File: src/design/fwd_pkg.sv
// ----------------------------------------------------------------------------
// fwd_pkg
// Shared constants, register codes and the binary32 round-and-pack function.
// ----------------------------------------------------------------------------
package fwd_pkg;

    localparam logic [31:0] CANON_NAN = 32'h7FC00000;
    localparam int unsigned CFG_IDX_W = 2;

    typedef enum logic [CFG_IDX_W-1:0] {
        CFG_DOT_LENGTH = 2'd0,
        CFG_COL_COUNT  = 2'd1,
        CFG_ROW_COUNT  = 2'd2
    } cfg_reg_t;

    typedef struct packed {
        logic        valid;
        logic        last;
        logic        done;
        logic [31:0] index;
    } stage_ctrl_t;

    // m[25] is the leading one, m[24:2] fraction, m[1] guard, m[0] sticky.
    // Value is 1.f * 2^(e-127); e <= 0 denormalizes.
    function automatic logic [31:0] round_pack(
        input logic               s,
        input logic signed [9:0]  e,
        input logic [25:0]        m
    );
        logic signed [9:0] sh;
        logic [4:0]        sh5;
        logic [51:0]       wide;
        logic [7:0]        ef;
        logic [22:0]       frac;
        logic              g;
        logic              st;
        logic [30:0]       mag;
        logic              inc;
        sh   = 10'sd1 - e;
        sh5  = 5'd0;
        wide = '0;
        ef   = 8'd0;
        frac = m[24:2];
        g    = m[1];
        st   = m[0];
        if (e >= 10'sd1)
        begin
            ef = e[7:0];
        end
        else
        begin
            sh5  = (sh > 10'sd27) ? 5'd27 : sh[4:0];
            wide = {m, 26'd0} >> sh5;
            frac = wide[50:28];
            g    = wide[27];
            st   = |wide[26:0];
        end
        mag = {ef, frac};
        inc = g & (st | mag[0]);
        mag = mag + {30'd0, inc};
        if (e >= 10'sd255)
        begin
            round_pack = {s, 8'hFF, 23'd0};
        end
        else
        begin
            round_pack = {s, mag};
        end
    endfunction

endpackage

File: src/design/fwd_in_if.sv
// ----------------------------------------------------------------------------
// fwd_in_if
// Input channel: one weight/activation pair per transaction.
// ----------------------------------------------------------------------------
interface fwd_in_if;
    logic        valid;
    logic        ready;
    logic [23:0] weight_fp24;
    logic [31:0] activation;

    modport source (output valid, output weight_fp24, output activation, input ready);
    modport sink   (input valid, input weight_fp24, input activation, output ready);
endinterface

File: src/design/fwd_out_if.sv
// ----------------------------------------------------------------------------
// fwd_out_if
// Result channel: one finished dot product per transaction.
// ----------------------------------------------------------------------------
interface fwd_out_if;
    logic        valid;
    logic        ready;
    logic [31:0] dot_sum;
    logic [31:0] out_index;
    logic        matrix_done;

    modport source (output valid, output dot_sum, output out_index, output matrix_done,
                    input ready);
    modport sink   (input valid, input dot_sum, input out_index, input matrix_done,
                    output ready);
endinterface

File: src/design/fwd_cfg_if.sv
// ----------------------------------------------------------------------------
// fwd_cfg_if
// Configuration write channel: register index and write data.
// ----------------------------------------------------------------------------
interface fwd_cfg_if #(
    parameter int DIM_WIDTH = 16
);
    logic                          valid;
    logic                          ready;
    logic [fwd_pkg::CFG_IDX_W-1:0] index;
    logic [DIM_WIDTH-1:0]          data;

    modport source (output valid, output index, output data, input ready);
    modport sink   (input valid, input index, input data, output ready);
endinterface

File: src/design/fp24_weight_dot_product_accumulator.sv
// ----------------------------------------------------------------------------
// fp24_weight_dot_product_accumulator
// Streaming dot-product engine: FP24 weight times binary32 activation, summed.
// ----------------------------------------------------------------------------
// Channels:
//   pair   - one weight_fp24/activation transaction per cycle when ready.
//   result - dot_sum, out_index and matrix_done once per dot_length pairs.
//   cfg    - register writes: 0 dot_length, 1 col_count, 2 row_count;
//            other indexes are ignored. Always ready; write only when idle.
// Throughput: one pair per cycle while not stalled; the accumulator add is
//   combinational. Path: w_reg/a_reg, multiplier registers, then acc_reg;
//   the result of a closing pair is registered with its acc_reg update.
// Stall: the pipeline advances only while the result register is empty or
//   being taken; pair.ready drops while a result waits unread.
// Reset: sum +0.0, counters zero, all registers 1, pipeline empty.
// A register value of zero acts as one.
// ----------------------------------------------------------------------------
module fp24_weight_dot_product_accumulator #(
    parameter int DIM_WIDTH = 16
) (
    input  logic            clk,
    input  logic            rst_n,
    fwd_in_if.sink          pair,
    fwd_out_if.source       result,
    fwd_cfg_if.sink         cfg
);

    localparam int POS_W = 2 * DIM_WIDTH;

    logic [DIM_WIDTH-1:0] dot_length_reg, col_count_reg, row_count_reg;
    logic [DIM_WIDTH-1:0] len, colx, rowx;
    logic [DIM_WIDTH-1:0] pair_cnt_reg, pair_cnt_next;
    logic [POS_W-1:0]     pos_reg, pos_next, total;
    logic                 is_last, is_done, advance, in_fire;

    fwd_pkg::stage_ctrl_t s1_reg, s2_reg, s3_reg, s1_next;
    logic [31:0]          w_reg, a_reg, prod;
    logic [31:0]          acc_reg, acc_sum;
    logic                 out_valid_reg;
    logic [31:0]          out_sum_reg, out_index_reg;
    logic                 out_done_reg;

    assign cfg.ready = 1'b1;

    always_ff @(posedge clk or negedge rst_n)
    begin
        if (!rst_n)
        begin
            dot_length_reg <= DIM_WIDTH'(1);
            col_count_reg  <= DIM_WIDTH'(1);
            row_count_reg  <= DIM_WIDTH'(1);
        end
        else if (cfg.valid)
        begin
            unique case (fwd_pkg::cfg_reg_t'(cfg.index))
                fwd_pkg::CFG_DOT_LENGTH: dot_length_reg <= cfg.data;
                fwd_pkg::CFG_COL_COUNT:  col_count_reg  <= cfg.data;
                fwd_pkg::CFG_ROW_COUNT:  row_count_reg  <= cfg.data;
                default: ;
            endcase
        end
    end

    assign advance    = !out_valid_reg || result.ready;
    assign pair.ready = advance;
    assign in_fire    = pair.valid && advance;

    always_comb
    begin
        len      = (dot_length_reg == '0) ? DIM_WIDTH'(1) : dot_length_reg;
        colx     = (col_count_reg == '0) ? DIM_WIDTH'(1) : col_count_reg;
        rowx     = (row_count_reg == '0) ? DIM_WIDTH'(1) : row_count_reg;
        total    = POS_W'(colx) * POS_W'(rowx);
        is_last  = ({1'b0, pair_cnt_reg} + (DIM_WIDTH+1)'(1)) >= {1'b0, len};
        is_done  = ({1'b0, pos_reg} + (POS_W+1)'(1)) >= {1'b0, total};
        pair_cnt_next = is_last ? '0 : pair_cnt_reg + DIM_WIDTH'(1);
        pos_next = is_last ? (is_done ? '0 : pos_reg + POS_W'(1)) : pos_reg;
        s1_next.valid = in_fire;
        s1_next.last  = is_last;
        s1_next.done  = is_done;
        s1_next.index = 32'(pos_reg);
    end

    always_ff @(posedge clk or negedge rst_n)
    begin
        if (!rst_n)
        begin
            pair_cnt_reg  <= '0;
            pos_reg       <= '0;
            s1_reg        <= '0;
            s2_reg        <= '0;
            s3_reg        <= '0;
            acc_reg       <= '0;
            out_valid_reg <= 1'b0;
        end
        else if (advance)
        begin
            if (in_fire)
            begin
                pair_cnt_reg <= pair_cnt_next;
                pos_reg      <= pos_next;
            end
            s1_reg <= s1_next;
            s2_reg <= s1_reg;
            s3_reg <= s2_reg;
            if (s3_reg.valid)
            begin
                acc_reg <= s3_reg.last ? 32'd0 : acc_sum;
            end
            out_valid_reg <= s3_reg.valid && s3_reg.last;
        end
    end

    always_ff @(posedge clk)
    begin
        if (advance)
        begin
            w_reg <= {pair.weight_fp24, 8'd0};
            a_reg <= pair.activation;
            if (s3_reg.valid && s3_reg.last)
            begin
                out_sum_reg   <= acc_sum;
                out_index_reg <= s3_reg.index;
                out_done_reg  <= s3_reg.done;
            end
        end
    end

    fwd_mul u_mul (
        .clk  (clk),
        .en   (advance),
        .a    (w_reg),
        .b    (a_reg),
        .prod (prod)
    );

    fwd_add u_add (
        .a   (acc_reg),
        .b   (prod),
        .sum (acc_sum)
    );

    assign result.valid       = out_valid_reg;
    assign result.dot_sum     = out_sum_reg;
    assign result.out_index   = out_index_reg;
    assign result.matrix_done = out_done_reg;

`ifndef SYNTHESIS
    a_acc_nan_canon: assert property (@(posedge clk) disable iff (!rst_n)
        (&acc_reg[30:23]) && (|acc_reg[22:0]) |-> acc_reg == fwd_pkg::CANON_NAN)
        else $error("running sum holds a non-canonical NaN");

    a_acc_clear: assert property (@(posedge clk) disable iff (!rst_n)
        advance && s3_reg.valid && s3_reg.last |=> acc_reg == 32'd0)
        else $error("running sum not cleared after a result");

    a_pos_wrap: assert property (@(posedge clk) disable iff (!rst_n)
        in_fire && is_last && is_done |=> pos_reg == '0)
        else $error("result position did not wrap after the last result");

    a_pair_clear: assert property (@(posedge clk) disable iff (!rst_n)
        in_fire && is_last |=> pair_cnt_reg == '0)
        else $error("pair count not cleared at end of dot product");
`endif

endmodule

File: src/design/fwd_mul.sv
// ----------------------------------------------------------------------------
// fwd_mul
// Two-stage binary32 multiplier, round to nearest even.
// ----------------------------------------------------------------------------
module fwd_mul (
    input  logic        clk,
    input  logic        en,
    input  logic [31:0] a,
    input  logic [31:0] b,
    output logic [31:0] prod
);

    logic              a_nan, b_nan, a_inf, b_inf, a_zero, b_zero, sgn;
    logic [23:0]       sig_a, sig_b;
    logic [7:0]        ex_a, ex_b;

    logic [47:0]       p_reg;
    logic signed [9:0] esum_reg;
    logic              sgn_reg;
    logic              spec_reg;
    logic [31:0]       spec_val_reg;
    logic [31:0]       spec_val;

    logic [5:0]        lz;
    logic [47:0]       pn;
    logic signed [9:0] e_n;
    logic [31:0]       prod_reg;

    always_comb
    begin
        a_nan  = (&a[30:23]) & (|a[22:0]);
        b_nan  = (&b[30:23]) & (|b[22:0]);
        a_inf  = (&a[30:23]) & ~(|a[22:0]);
        b_inf  = (&b[30:23]) & ~(|b[22:0]);
        a_zero = ~(|a[30:0]);
        b_zero = ~(|b[30:0]);
        sgn    = a[31] ^ b[31];
        sig_a  = {|a[30:23], a[22:0]};
        sig_b  = {|b[30:23], b[22:0]};
        ex_a   = (a[30:23] == 8'd0) ? 8'd1 : a[30:23];
        ex_b   = (b[30:23] == 8'd0) ? 8'd1 : b[30:23];
        if (a_nan || b_nan || (a_inf && b_zero) || (b_inf && a_zero))
        begin
            spec_val = fwd_pkg::CANON_NAN;
        end
        else if (a_inf || b_inf)
        begin
            spec_val = {sgn, 8'hFF, 23'd0};
        end
        else
        begin
            spec_val = {sgn, 31'd0};
        end
    end

    always_ff @(posedge clk)
    begin
        if (en)
        begin
            p_reg        <= sig_a * sig_b;
            esum_reg     <= $signed({2'b00, ex_a}) + $signed({2'b00, ex_b}) - 10'sd126;
            sgn_reg      <= sgn;
            spec_reg     <= a_nan | b_nan | a_inf | b_inf | a_zero | b_zero;
            spec_val_reg <= spec_val;
        end
    end

    always_comb
    begin
        lz = 6'd0;
        for (int i = 0; i < 48; i++)
        begin
            if (p_reg[i])
            begin
                lz = 6'(47 - i);
            end
        end
        pn  = p_reg << lz;
        e_n = esum_reg - $signed({4'd0, lz});
    end

    always_ff @(posedge clk)
    begin
        if (en)
        begin
            prod_reg <= spec_reg ? spec_val_reg
                                 : fwd_pkg::round_pack(sgn_reg, e_n, {pn[47:23], |pn[22:0]});
        end
    end

    assign prod = prod_reg;

endmodule

File: src/design/fwd_add.sv
// ----------------------------------------------------------------------------
// fwd_add
// Binary32 adder, round to nearest even; every NaN result is canonical.
// ----------------------------------------------------------------------------
module fwd_add (
    input  logic [31:0] a,
    input  logic [31:0] b,
    output logic [31:0] sum
);

    logic              a_nan, b_nan, a_inf, b_inf;
    logic              swap;
    logic [31:0]       x, y;
    logic [7:0]        ex, ey, d;
    logic [4:0]        dsh;
    logic [27:0]       x28, y28, yal, s, sn;
    logic [54:0]       yw;
    logic [4:0]        lz;
    logic signed [9:0] e;

    always_comb
    begin
        a_nan = (&a[30:23]) & (|a[22:0]);
        b_nan = (&b[30:23]) & (|b[22:0]);
        a_inf = (&a[30:23]) & ~(|a[22:0]);
        b_inf = (&b[30:23]) & ~(|b[22:0]);
        swap  = b[30:0] > a[30:0];
        x     = swap ? b : a;
        y     = swap ? a : b;
        ex    = (x[30:23] == 8'd0) ? 8'd1 : x[30:23];
        ey    = (y[30:23] == 8'd0) ? 8'd1 : y[30:23];
        d     = ex - ey;
        dsh   = (d > 8'd27) ? 5'd27 : d[4:0];
        x28   = {1'b0, |x[30:23], x[22:0], 3'd0};
        y28   = {1'b0, |y[30:23], y[22:0], 3'd0};
        yw    = {y28, 27'd0} >> dsh;
        yal   = {yw[54:28], yw[27] | (|yw[26:0])};
        s     = (x[31] ^ y[31]) ? (x28 - yal) : (x28 + yal);
        lz    = 5'd0;
        for (int i = 0; i < 27; i++)
        begin
            if (s[i])
            begin
                lz = 5'(26 - i);
            end
        end
        if (s[27])
        begin
            sn = {1'b0, s[27:2], s[1] | s[0]};
            e  = $signed({2'b00, ex}) + 10'sd1;
        end
        else
        begin
            sn = s << lz;
            e  = $signed({2'b00, ex}) - $signed({5'd0, lz});
        end
        if (a_nan || b_nan || (a_inf && b_inf && (a[31] ^ b[31])))
        begin
            sum = fwd_pkg::CANON_NAN;
        end
        else if (a_inf)
        begin
            sum = a;
        end
        else if (b_inf)
        begin
            sum = b;
        end
        else if (s == 28'd0)
        begin
            sum = {a[31] & b[31], 31'd0};
        end
        else
        begin
            sum = fwd_pkg::round_pack(x[31], e, {sn[26:2], |sn[1:0]});
        end
    end

endmodule

File: src/flat_wrapper.sv
// flat-port wrapper written by rule: the top's interface ports become plain ports
module fp24_weight_dot_product_accumulator_flat 
#(
    parameter int DIM_WIDTH = 16
)
  (clk, rst_n, pair_valid, pair_weight_fp24, pair_activation, pair_ready, result_valid, result_dot_sum, result_out_index, result_matrix_done, result_ready, cfg_valid, cfg_index, cfg_data, cfg_ready);
  fwd_in_if pair_i ();
  fwd_out_if result_i ();
  fwd_cfg_if #(.DIM_WIDTH(DIM_WIDTH)) cfg_i ();
  input  logic clk;
  input  logic rst_n;
  input wire logic [$bits(pair_i.valid)-1:0] pair_valid;
  input wire logic [$bits(pair_i.weight_fp24)-1:0] pair_weight_fp24;
  input wire logic [$bits(pair_i.activation)-1:0] pair_activation;
  output wire logic [$bits(pair_i.ready)-1:0] pair_ready;
  output wire logic [$bits(result_i.valid)-1:0] result_valid;
  output wire logic [$bits(result_i.dot_sum)-1:0] result_dot_sum;
  output wire logic [$bits(result_i.out_index)-1:0] result_out_index;
  output wire logic [$bits(result_i.matrix_done)-1:0] result_matrix_done;
  input wire logic [$bits(result_i.ready)-1:0] result_ready;
  input wire logic [$bits(cfg_i.valid)-1:0] cfg_valid;
  input wire logic [$bits(cfg_i.index)-1:0] cfg_index;
  input wire logic [$bits(cfg_i.data)-1:0] cfg_data;
  output wire logic [$bits(cfg_i.ready)-1:0] cfg_ready;
  assign pair_i.valid = pair_valid;
  assign pair_i.weight_fp24 = pair_weight_fp24;
  assign pair_i.activation = pair_activation;
  assign pair_ready = pair_i.ready;
  assign result_valid = result_i.valid;
  assign result_dot_sum = result_i.dot_sum;
  assign result_out_index = result_i.out_index;
  assign result_matrix_done = result_i.matrix_done;
  assign result_i.ready = result_ready;
  assign cfg_i.valid = cfg_valid;
  assign cfg_i.index = cfg_index;
  assign cfg_i.data = cfg_data;
  assign cfg_ready = cfg_i.ready;
  fp24_weight_dot_product_accumulator #(.DIM_WIDTH(DIM_WIDTH)) u_core (.clk(clk), .rst_n(rst_n), .pair(pair_i), .result(result_i), .cfg(cfg_i));
endmodule
File: config.mk
export PLATFORM = sky130hd
export DESIGN_NAME = fp24_weight_dot_product_accumulator_flat
export DESIGN_NICKNAME = d
export VERILOG_FILES = /design/src/design/fwd_pkg.sv /design/src/design/fwd_in_if.sv /design/src/design/fwd_out_if.sv /design/src/design/fwd_cfg_if.sv /design/src/design/fp24_weight_dot_product_accumulator.sv /design/src/design/fwd_mul.sv /design/src/design/fwd_add.sv /design/src/flat_wrapper.sv
export SDC_FILE = /design/constraint.sdc
export NUM_CORES = 2
export LEC_CHECK = 0
export CORE_MARGIN = 1
export CORE_UTILIZATION = 40
export DETAILED_ROUTE_END_ITERATION = 10
export DONT_BUFFER_PORTS = 1
export PLACE_DENSITY_LB_ADDON = 0.2
export SETUP_SLACK_MARGIN = 0.15
export SYNTH_ARGS = -nofsm -noshare
export SYNTH_HDL_FRONTEND = slang
export SYNTH_SLANG_ARGS = --single-unit
export TNS_END_PERCENT = 1
File: constraint.sdc
create_clock -name clk -period 26.3 [get_ports clk]
set_input_delay 5.26 -clock clk [delete_from_list [all_inputs] [get_ports clk]]
set_output_delay 5.26 -clock clk [all_outputs]
set_load 0.03 [all_outputs]
# --- Word-level counts from Yosys, hierarchy flattened ---
# Index checks and enable logic that the tools add are counted.
totals:
  out_inout_bits: 68
  regBits: 471
classes:
  multipliers: 2
  shift: 5
  bitwise: 29
  add_sub_neg: 16
  order_cmp: 10
  eq_ne: 2
  muxes: 121
  n_reduce_logical: 49
op_table:
  columns: ["op", "n"]
  rows:
  - ["$mux W32", 9]
  - ["$mux W6", 40]
  - ["$mux W23", 7]
  - ["$mux W5", 30]
  - ["$reduce_or A23 Y1", 5]
  - ["$shr A52 B5 Y51", 2]
  - ["$mux W31", 3]
  - ["$mux W8", 11]
  - ["$reduce_or A27 Y1", 3]
  - ["$mux W16", 4]
  - ["$add A31 B1 Y31", 2]
  - ["$shr A54 B5 Y55", 1]
  - ["$logic_not A16 Y1", 3]
  - ["$shl A48 B6 Y48", 1]
  - ["$mul A16 B24 Y40", 1]
  - ["$add A32 B1 Y33 const B", 1]
  - ["$ge A33 B32 Y1", 1]
  - ["$add A32 B1 Y32 const B", 1]
  - ["$logic_not A8 Y1", 4]
  - ["$mul A16 B16 Y32", 1]
  - ["$reduce_and A8 Y1", 4]
  - ["$reduce_or A8 Y1", 4]
  - ["$gt A31 B31 Y1", 1]
  - ["$reduce_or A31 Y1", 1]
  - ["36 further kinds", 94]

# --- Longest topological paths before layout ---
depth:
  ltp_word: 60
  depth_mapped: 86

# --- By module ---
# Synthesis repeated with hierarchy kept, for this count alone.
hier_totals:
  cells_unflattened: 8469
  area_unflattened_um2: 70408.8
modules_own_cells:
  columns: ["mod", "n_inst", "area_per_inst_um2", "seq_area_each_um2", "cells_each"]
  rows:
  - ["fwd_mul", 1, 31785.5, 2852.7, 3811]
  - ["fp24_weight_dot_product_accumulator", 1, 23292.3, 9492.9, 2287]
  - ["fwd_add", 1, 15331.0, 0.0, 2371]

# --- Worst setup path after synthesis ---
# No wires, ideal clock.
synth_timing:
  path_type: "register to register"
  start: "register u_core.u_mul.prod_reg[30] (netlist: u_core.u_mul.prod[30])"
  end: "register u_core.out_sum_reg[18] (netlist: u_core.result.dot_sum[18]), data pin"
  path_buffers: 12
  required_ns: 26.034
  stages_incl_launch_ff: 84
  slack_ns: 9.021
  setup_time_ns: 0.266
  t_arrival_ns: 17.013
  period_less_slack_ns: 17.279
  cell_sequence: "edfxtp_1 > ha_1 > nand4_1 > nor4_1 > o211ai_1 > nand2_1 > buf_2 > buf_1 > buf_1 > clkbuf_1 > nor2_1 > a21oi_1 > nand2_1 > nor4_1 > nor2b_1 > ha_1 > fa_1 > nand2b_1 > (+48 left out) > or4_1 > a221oi_1 > a21o_1 > buf_2 > buf_2 > clkbuf_1 > nor2_1 > a211oi_1 > a211oi_1 > a211oi_1 > a221o_1 > nor2b_1 > ha_1 > and4_2 > nand4_4 > nor4_1 > xor2_1 > nor2_1"
synth_between:
  elab_chain_len: 59
  word_cells_on_any_way: 91
synth_rtl:
  columns: ["element", "line", "rtl"]
  rows:
  - ["start, declared", "fwd_mul.sv:27", "logic [31:0] prod_reg;"]
  - ["start signal, assigned", "fwd_mul.sv:86", "prod_reg <= spec_reg ? spec_val_reg"]
  - ["$gt A31 B31 Y1", "fwd_add.sv:27", "swap = b[30:0] > a[30:0];"]
  - ["$mux W32 (on tied branches)", "fwd_add.sv:28, fwd_add.sv:29", null]
  - ["$logic_not A8 Y1 (on tied branches)", "fwd_add.sv:30, fwd_add.sv:31", null]
  - ["$mux W8 (on tied branches)", "fwd_add.sv:30, fwd_add.sv:31", null]
  - ["$sub A8 B8 Y8", "fwd_add.sv:32", "d = ex - ey;"]
  - ["$gt A8 B5 Y1", "fwd_add.sv:33", "dsh = (d > 8'd27) ? 5'd27 : d[4:0];"]
  - ["$mux W5", "fwd_add.sv:33", null]
  - ["$shr A54 B5 Y55", "fwd_add.sv:36", "yw = {y28, 27'd0} >> dsh;"]
  - ["(+44 left out)", null, null]
  - ["$and A1 B1 Y1", "fwd_pkg.sv:59", "inc = g & (st | mag[0]);"]
  - ["$add A31 B1 Y31", "fwd_pkg.sv:60", "mag = mag + {30'd0, inc};"]
  - ["$mux W31", "fwd_pkg.sv:61", "if (e >= 10'sd255)"]
  - ["$mux W32", "fwd_add.sv:69", "else if (s == 28'd0)"]
  - ["$mux W32", "fwd_add.sv:65", "else if (b_inf)"]
  - ["$mux W32", "fwd_add.sv:61", "else if (a_inf)"]
  - ["$mux W32 *", "fwd_add.sv:57", "if (a_nan || b_nan || (a_inf && b_inf && (a[31] ^ b[31])))"]
  - ["via u_core.acc_sum[18]", "fp24_weight_dot_product_accumulator.sv:38", "logic [31:0] acc_reg, acc_sum;"]
  - ["end signal, assigned", "fp24_weight_dot_product_accumulator.sv:122", "out_sum_reg <= acc_sum;"]
  - ["end, declared", "fp24_weight_dot_product_accumulator.sv:40", "logic [31:0] out_sum_reg, out_index_reg;"]
# Mark *: on every way through the listed nets, which the timed path passes. The rest lies on a longest branch. The select of a mux whose other input is x is not followed.
# A chain may end at the register's enable or synchronous reset.

# --- Worst setup path after layout ---
layout_timing:
  start: "register u_core.acc_reg[30]"
  end: "register u_core.out_sum_reg[18] (netlist: u_core.result.dot_sum[18]), data pin"
layout_between:
  elab_chain_len: 59
  word_cells_on_any_way: 91
layout_rtl:
  columns: ["element", "line", "rtl"]
  rows:
  - ["start, declared", "fp24_weight_dot_product_accumulator.sv:38", null]
  - ["start signal, assigned", "fp24_weight_dot_product_accumulator.sv:108", "acc_reg <= s3_reg.last ? 32'd0 : acc_sum;"]
  - ["$gt A31 B31 Y1", "fwd_add.sv:27", null]
  - ["$mux W32 (on tied branches)", "fwd_add.sv:28, fwd_add.sv:29", null]
  - ["$logic_not A8 Y1 (on tied branches)", "fwd_add.sv:30, fwd_add.sv:31", null]
  - ["$mux W8 (on tied branches)", "fwd_add.sv:30, fwd_add.sv:31", null]
  - ["$sub A8 B8 Y8", "fwd_add.sv:32", null]
  - ["$gt A8 B5 Y1", "fwd_add.sv:33", null]
  - ["$mux W5", "fwd_add.sv:33", null]
  - ["$shr A54 B5 Y55", "fwd_add.sv:36", null]
  - ["(+44 left out)", null, null]
  - ["$and A1 B1 Y1", "fwd_pkg.sv:59", null]
  - ["$add A31 B1 Y31", "fwd_pkg.sv:60", null]
  - ["$mux W31", "fwd_pkg.sv:61", null]
  - ["$mux W32", "fwd_add.sv:69", null]
  - ["$mux W32", "fwd_add.sv:65", null]
  - ["$mux W32", "fwd_add.sv:61", null]
  - ["$mux W32 *", "fwd_add.sv:57", null]
  - ["via u_core.acc_sum[18]", "fp24_weight_dot_product_accumulator.sv:38", null]
# Marked as above.

==> key figures <==
Outcome
  • Status: complete, no violations

Synth
  • Main synth FF type: dfrtp_1
  • Synthesized area per cell: 8.16 um^2
  • Post-Syn Area: between 50,000 and 60,000 um^2
  • Mux cell area share after synthesis: 2.81%
  • Post-synthesis compound-gate area fraction: between 10% and 20%
  • Yosys warning total: 0
  • Post-synthesis adder-cell area fraction: around a quarter
  • Post-synth EDFFs: between 200 and 250
  • Largest family of logic cells by synthesized area: adder cells
  • Synth Register Bits: 442
  • Ys async rst share: a little over half
  • Number of library cell types mapped by synthesis: 130
  • Register area share after synthesis: between 20% and 30%
  • Post-Synth Simple-Gate Area: between 20% and 30%
  • XOR/XNOR Fraction of Synth Area: 3.40%
  • Post-synth net total: 8,196
  • Cell count after synthesis: 7,223

Detailed routing
  • DRT Wirelength: 225,000 um
  • Vias: 53,600
  • Drt wl/cell: 25.1 um
  • Iter 0 DRT Violations: 4,773
  • Vias per inst: 5.98
  • Drt first pass iters: 6
  • Antenna viol nets, final: 0
  • # DRC: 0

Finish
  • Commonest non-fill, non-tap cell in the layout: nand2_1
  • Post-Layout Cell Count: 8,968
  • Area delta synth->final: 6.24%
  • Max reg flops: 40
  • NumNets Final: 7,981
  • Commonest cells after routing, fill and taps aside: 1,188 x nand2_1, 738 x inv_1, 505 x fa_1
  • Share of cells above drive strength 1: about 6.1%

Min path
  • Hold Crit Class: reg2reg
  • Worst Hold Path EP: u_core.result.out_index[16]
  • Hold Crit Start: u_core.s3_reg[16]
  • Hold Crit Depth: 0

Clock network
  • CTS H-Tree Depth: 2
  • CTS Root Cell: clkbuf_16
  • # hold bufs at CTS: 0
  • Clock Path Buffers: 3
  • Sink Count: 442
  • Clk_lat worst skew: 670 ps
  • Cts bufs inserted: 50
  • Setup Fix Bufs, Post-CTS: 0
  • CTS resizes: 0
  • Clock-pin slew on the worst setup and hold paths: 90 ps
  • TritonCTS clock tree: yes

Critical path
  • R2R Path End: u_core.result.dot_sum[18]
  • WP buf/inv: 5
  • R2R Setup Slk: 4440 ps
  • Cell mode on critical path: a21oi_1
  • Worst EP required: 26,710 ps
  • Crit end category: flip-flop
  • Cells on worst reg2reg path: 70
  • CP top delay family: simple AND/OR/NAND/NOR gates
  • Reg2reg start: u_core.acc_reg[30]
  • WS Path Type: reg2reg
  • CP Launch Type: flip-flop
  • CP max-delay cell: a222oi_1
  • Worst path arrival time: 22,270 ps
  • Crit-path max cell delay: 980 ps
  • Crit path max fanout: 32

Place
  • DP HPWL: 174,000 um
  • Cell Count Post-Placement: slightly below 9,000
  • IO Port Bufs: 0
  • Gpl congestion: 1.01

Floorplanning
  • Initial Utilization: approximately two fifths
  • # rows: between 100 and 150
  • Die Wd: 386 um
  • Die height: 386 um
  • I/O pins: 147
  • Die area: 149,000 um^2
  • Core area: between 100,000 and 150,000 um^2

Job
  • MaxCap Viol Count: 0

Timing
  • Setup violations, final: 0
  • Fmax: around 46 MHz
  • Setup TNS: 0 ps
  • Period utilization: 83.1%
  • RSZ-0062 raised after global routing: no
  • Slew headroom: 15.6%
  • Fin crit period: 21,860 ps
  • Final hold violations: 0
  • Slew @ Worst Pin: 1260 ps
  • Clock skew: about 55 ps
  • Final Max Tran Viols: 0

Global route
  • GRT overflow: 0
  • Largest net degree at the start of global routing: between 200 and 250
  • Vias in the first global route: roughly 53,000
  • Initial antenna violation count: 7
  • Gr usage total: 29.9%
  • Global-route wire length before repair: 340,000 um
logic make-up after synthesis:
kind of cell               Yosys count
buffers and inverters             1157
AOI/OAI and AO/OA                 1534
and+or+nand+nor                   2820
muxes                              149
other                                1
adders and majority gates          894
DFF                                442
xor gates and xnor gates           226
synth_stat cells (all sizes together) (46+ instances only):
cell	number	area share, %
clkbuf	347	2.2
o31ai	53	0.71
nand4	89	1.0
and2	248	2.6
xnor2	157	2.4
a22oi	46	0.59
ha	389	8.3
nor2	495	3.2
dfrtp	231	9.8
nor4	110	1.3
nor3	162	1.4
a21o	64	0.82
mux2	53	1.0
xor2	69	1.0
edfxtp	208	11
a211oi	70	0.94
fa	505	17
o21ai	362	3.1
a21oi	360	3.1
and3	55	0.58
nand2	1194	7.6
nand3	232	2.0
nor2b	48	0.51
mux2i	89	1.5
inv	742	4.7
buf	64	0.56
o211ai	57	0.77
nand2b	49	0.52
through the flow:
| step | instance area (um^2) | utilization [%] | hold WS, ps | setup WS (ps) |
|---|---|---|---|---|
| 3_5_place_dp | 60900 | 41.7 | 431 | 4870 |
| 4_1_cts | 62600 | 42.9 | 445 | 4860 |
| 2_1_floorplan | 58900 | - | 425 | 9020 |
| 6_report | 62600 | 42.9 | 438 | 4440 |
| 3_3_place_gp | 60900 | 41.7 | 431 | 5170 |
| 5_1_grt | 62600 | 42.9 | 454 | 3130 |
layer usage:
| metal | vias up | GRT usage (%) | routed length [um] |
|---|---|---|---|
| met1 | 26700 | 40.1 | 96800 |
| met3 | 403 | 4.84 | 15700 |
| met5 | - | 0 | 0 |
| met4 | 0 | 11.4 | 9410 |
| li1 | 24500 | - | - |
| met2 | 1969 | 48.2 | 103000 |
how the worst max path moves through the flow:
| stage | startpoint | endpoint | depth (start not counted) |
|---|---|---|---|
| finish | u_core.acc_reg[30] | u_core.result.dot_sum[18] | 70 |
| global route | u_core.acc_reg[30] | u_core.result.dot_sum[18] | 69 |
| CTS | u_core.acc_reg[30] | u_core.result.dot_sum[18] | 70 |
| detailed placement | u_core.u_mul.prod[30] | u_core.result.dot_sum[18] | 69 |
| global placement | u_core.u_mul.prod[30] | u_core.result.dot_sum[18] | 72 |
| floorplan | u_core.u_mul.prod[30] | u_core.result.dot_sum[18] | 83 |
final cells by class:
type | count | area (um^2)
repair buffers | 144 | 1090
diodes | 2 | 5.00
fillers | 14800 | 83300
inverters | 746 | 2810
multi-input cells | 5624 | 42500
flip-flops and latches | 442 | 12100
well taps | 1917 | 2400
clock inverters | 31 | 388
clock buffers | 62 | 1340
Power is left out: the tool's default activity adds up to more than one toggle a clock period on the data nets, which glitch-free logic cannot reach.
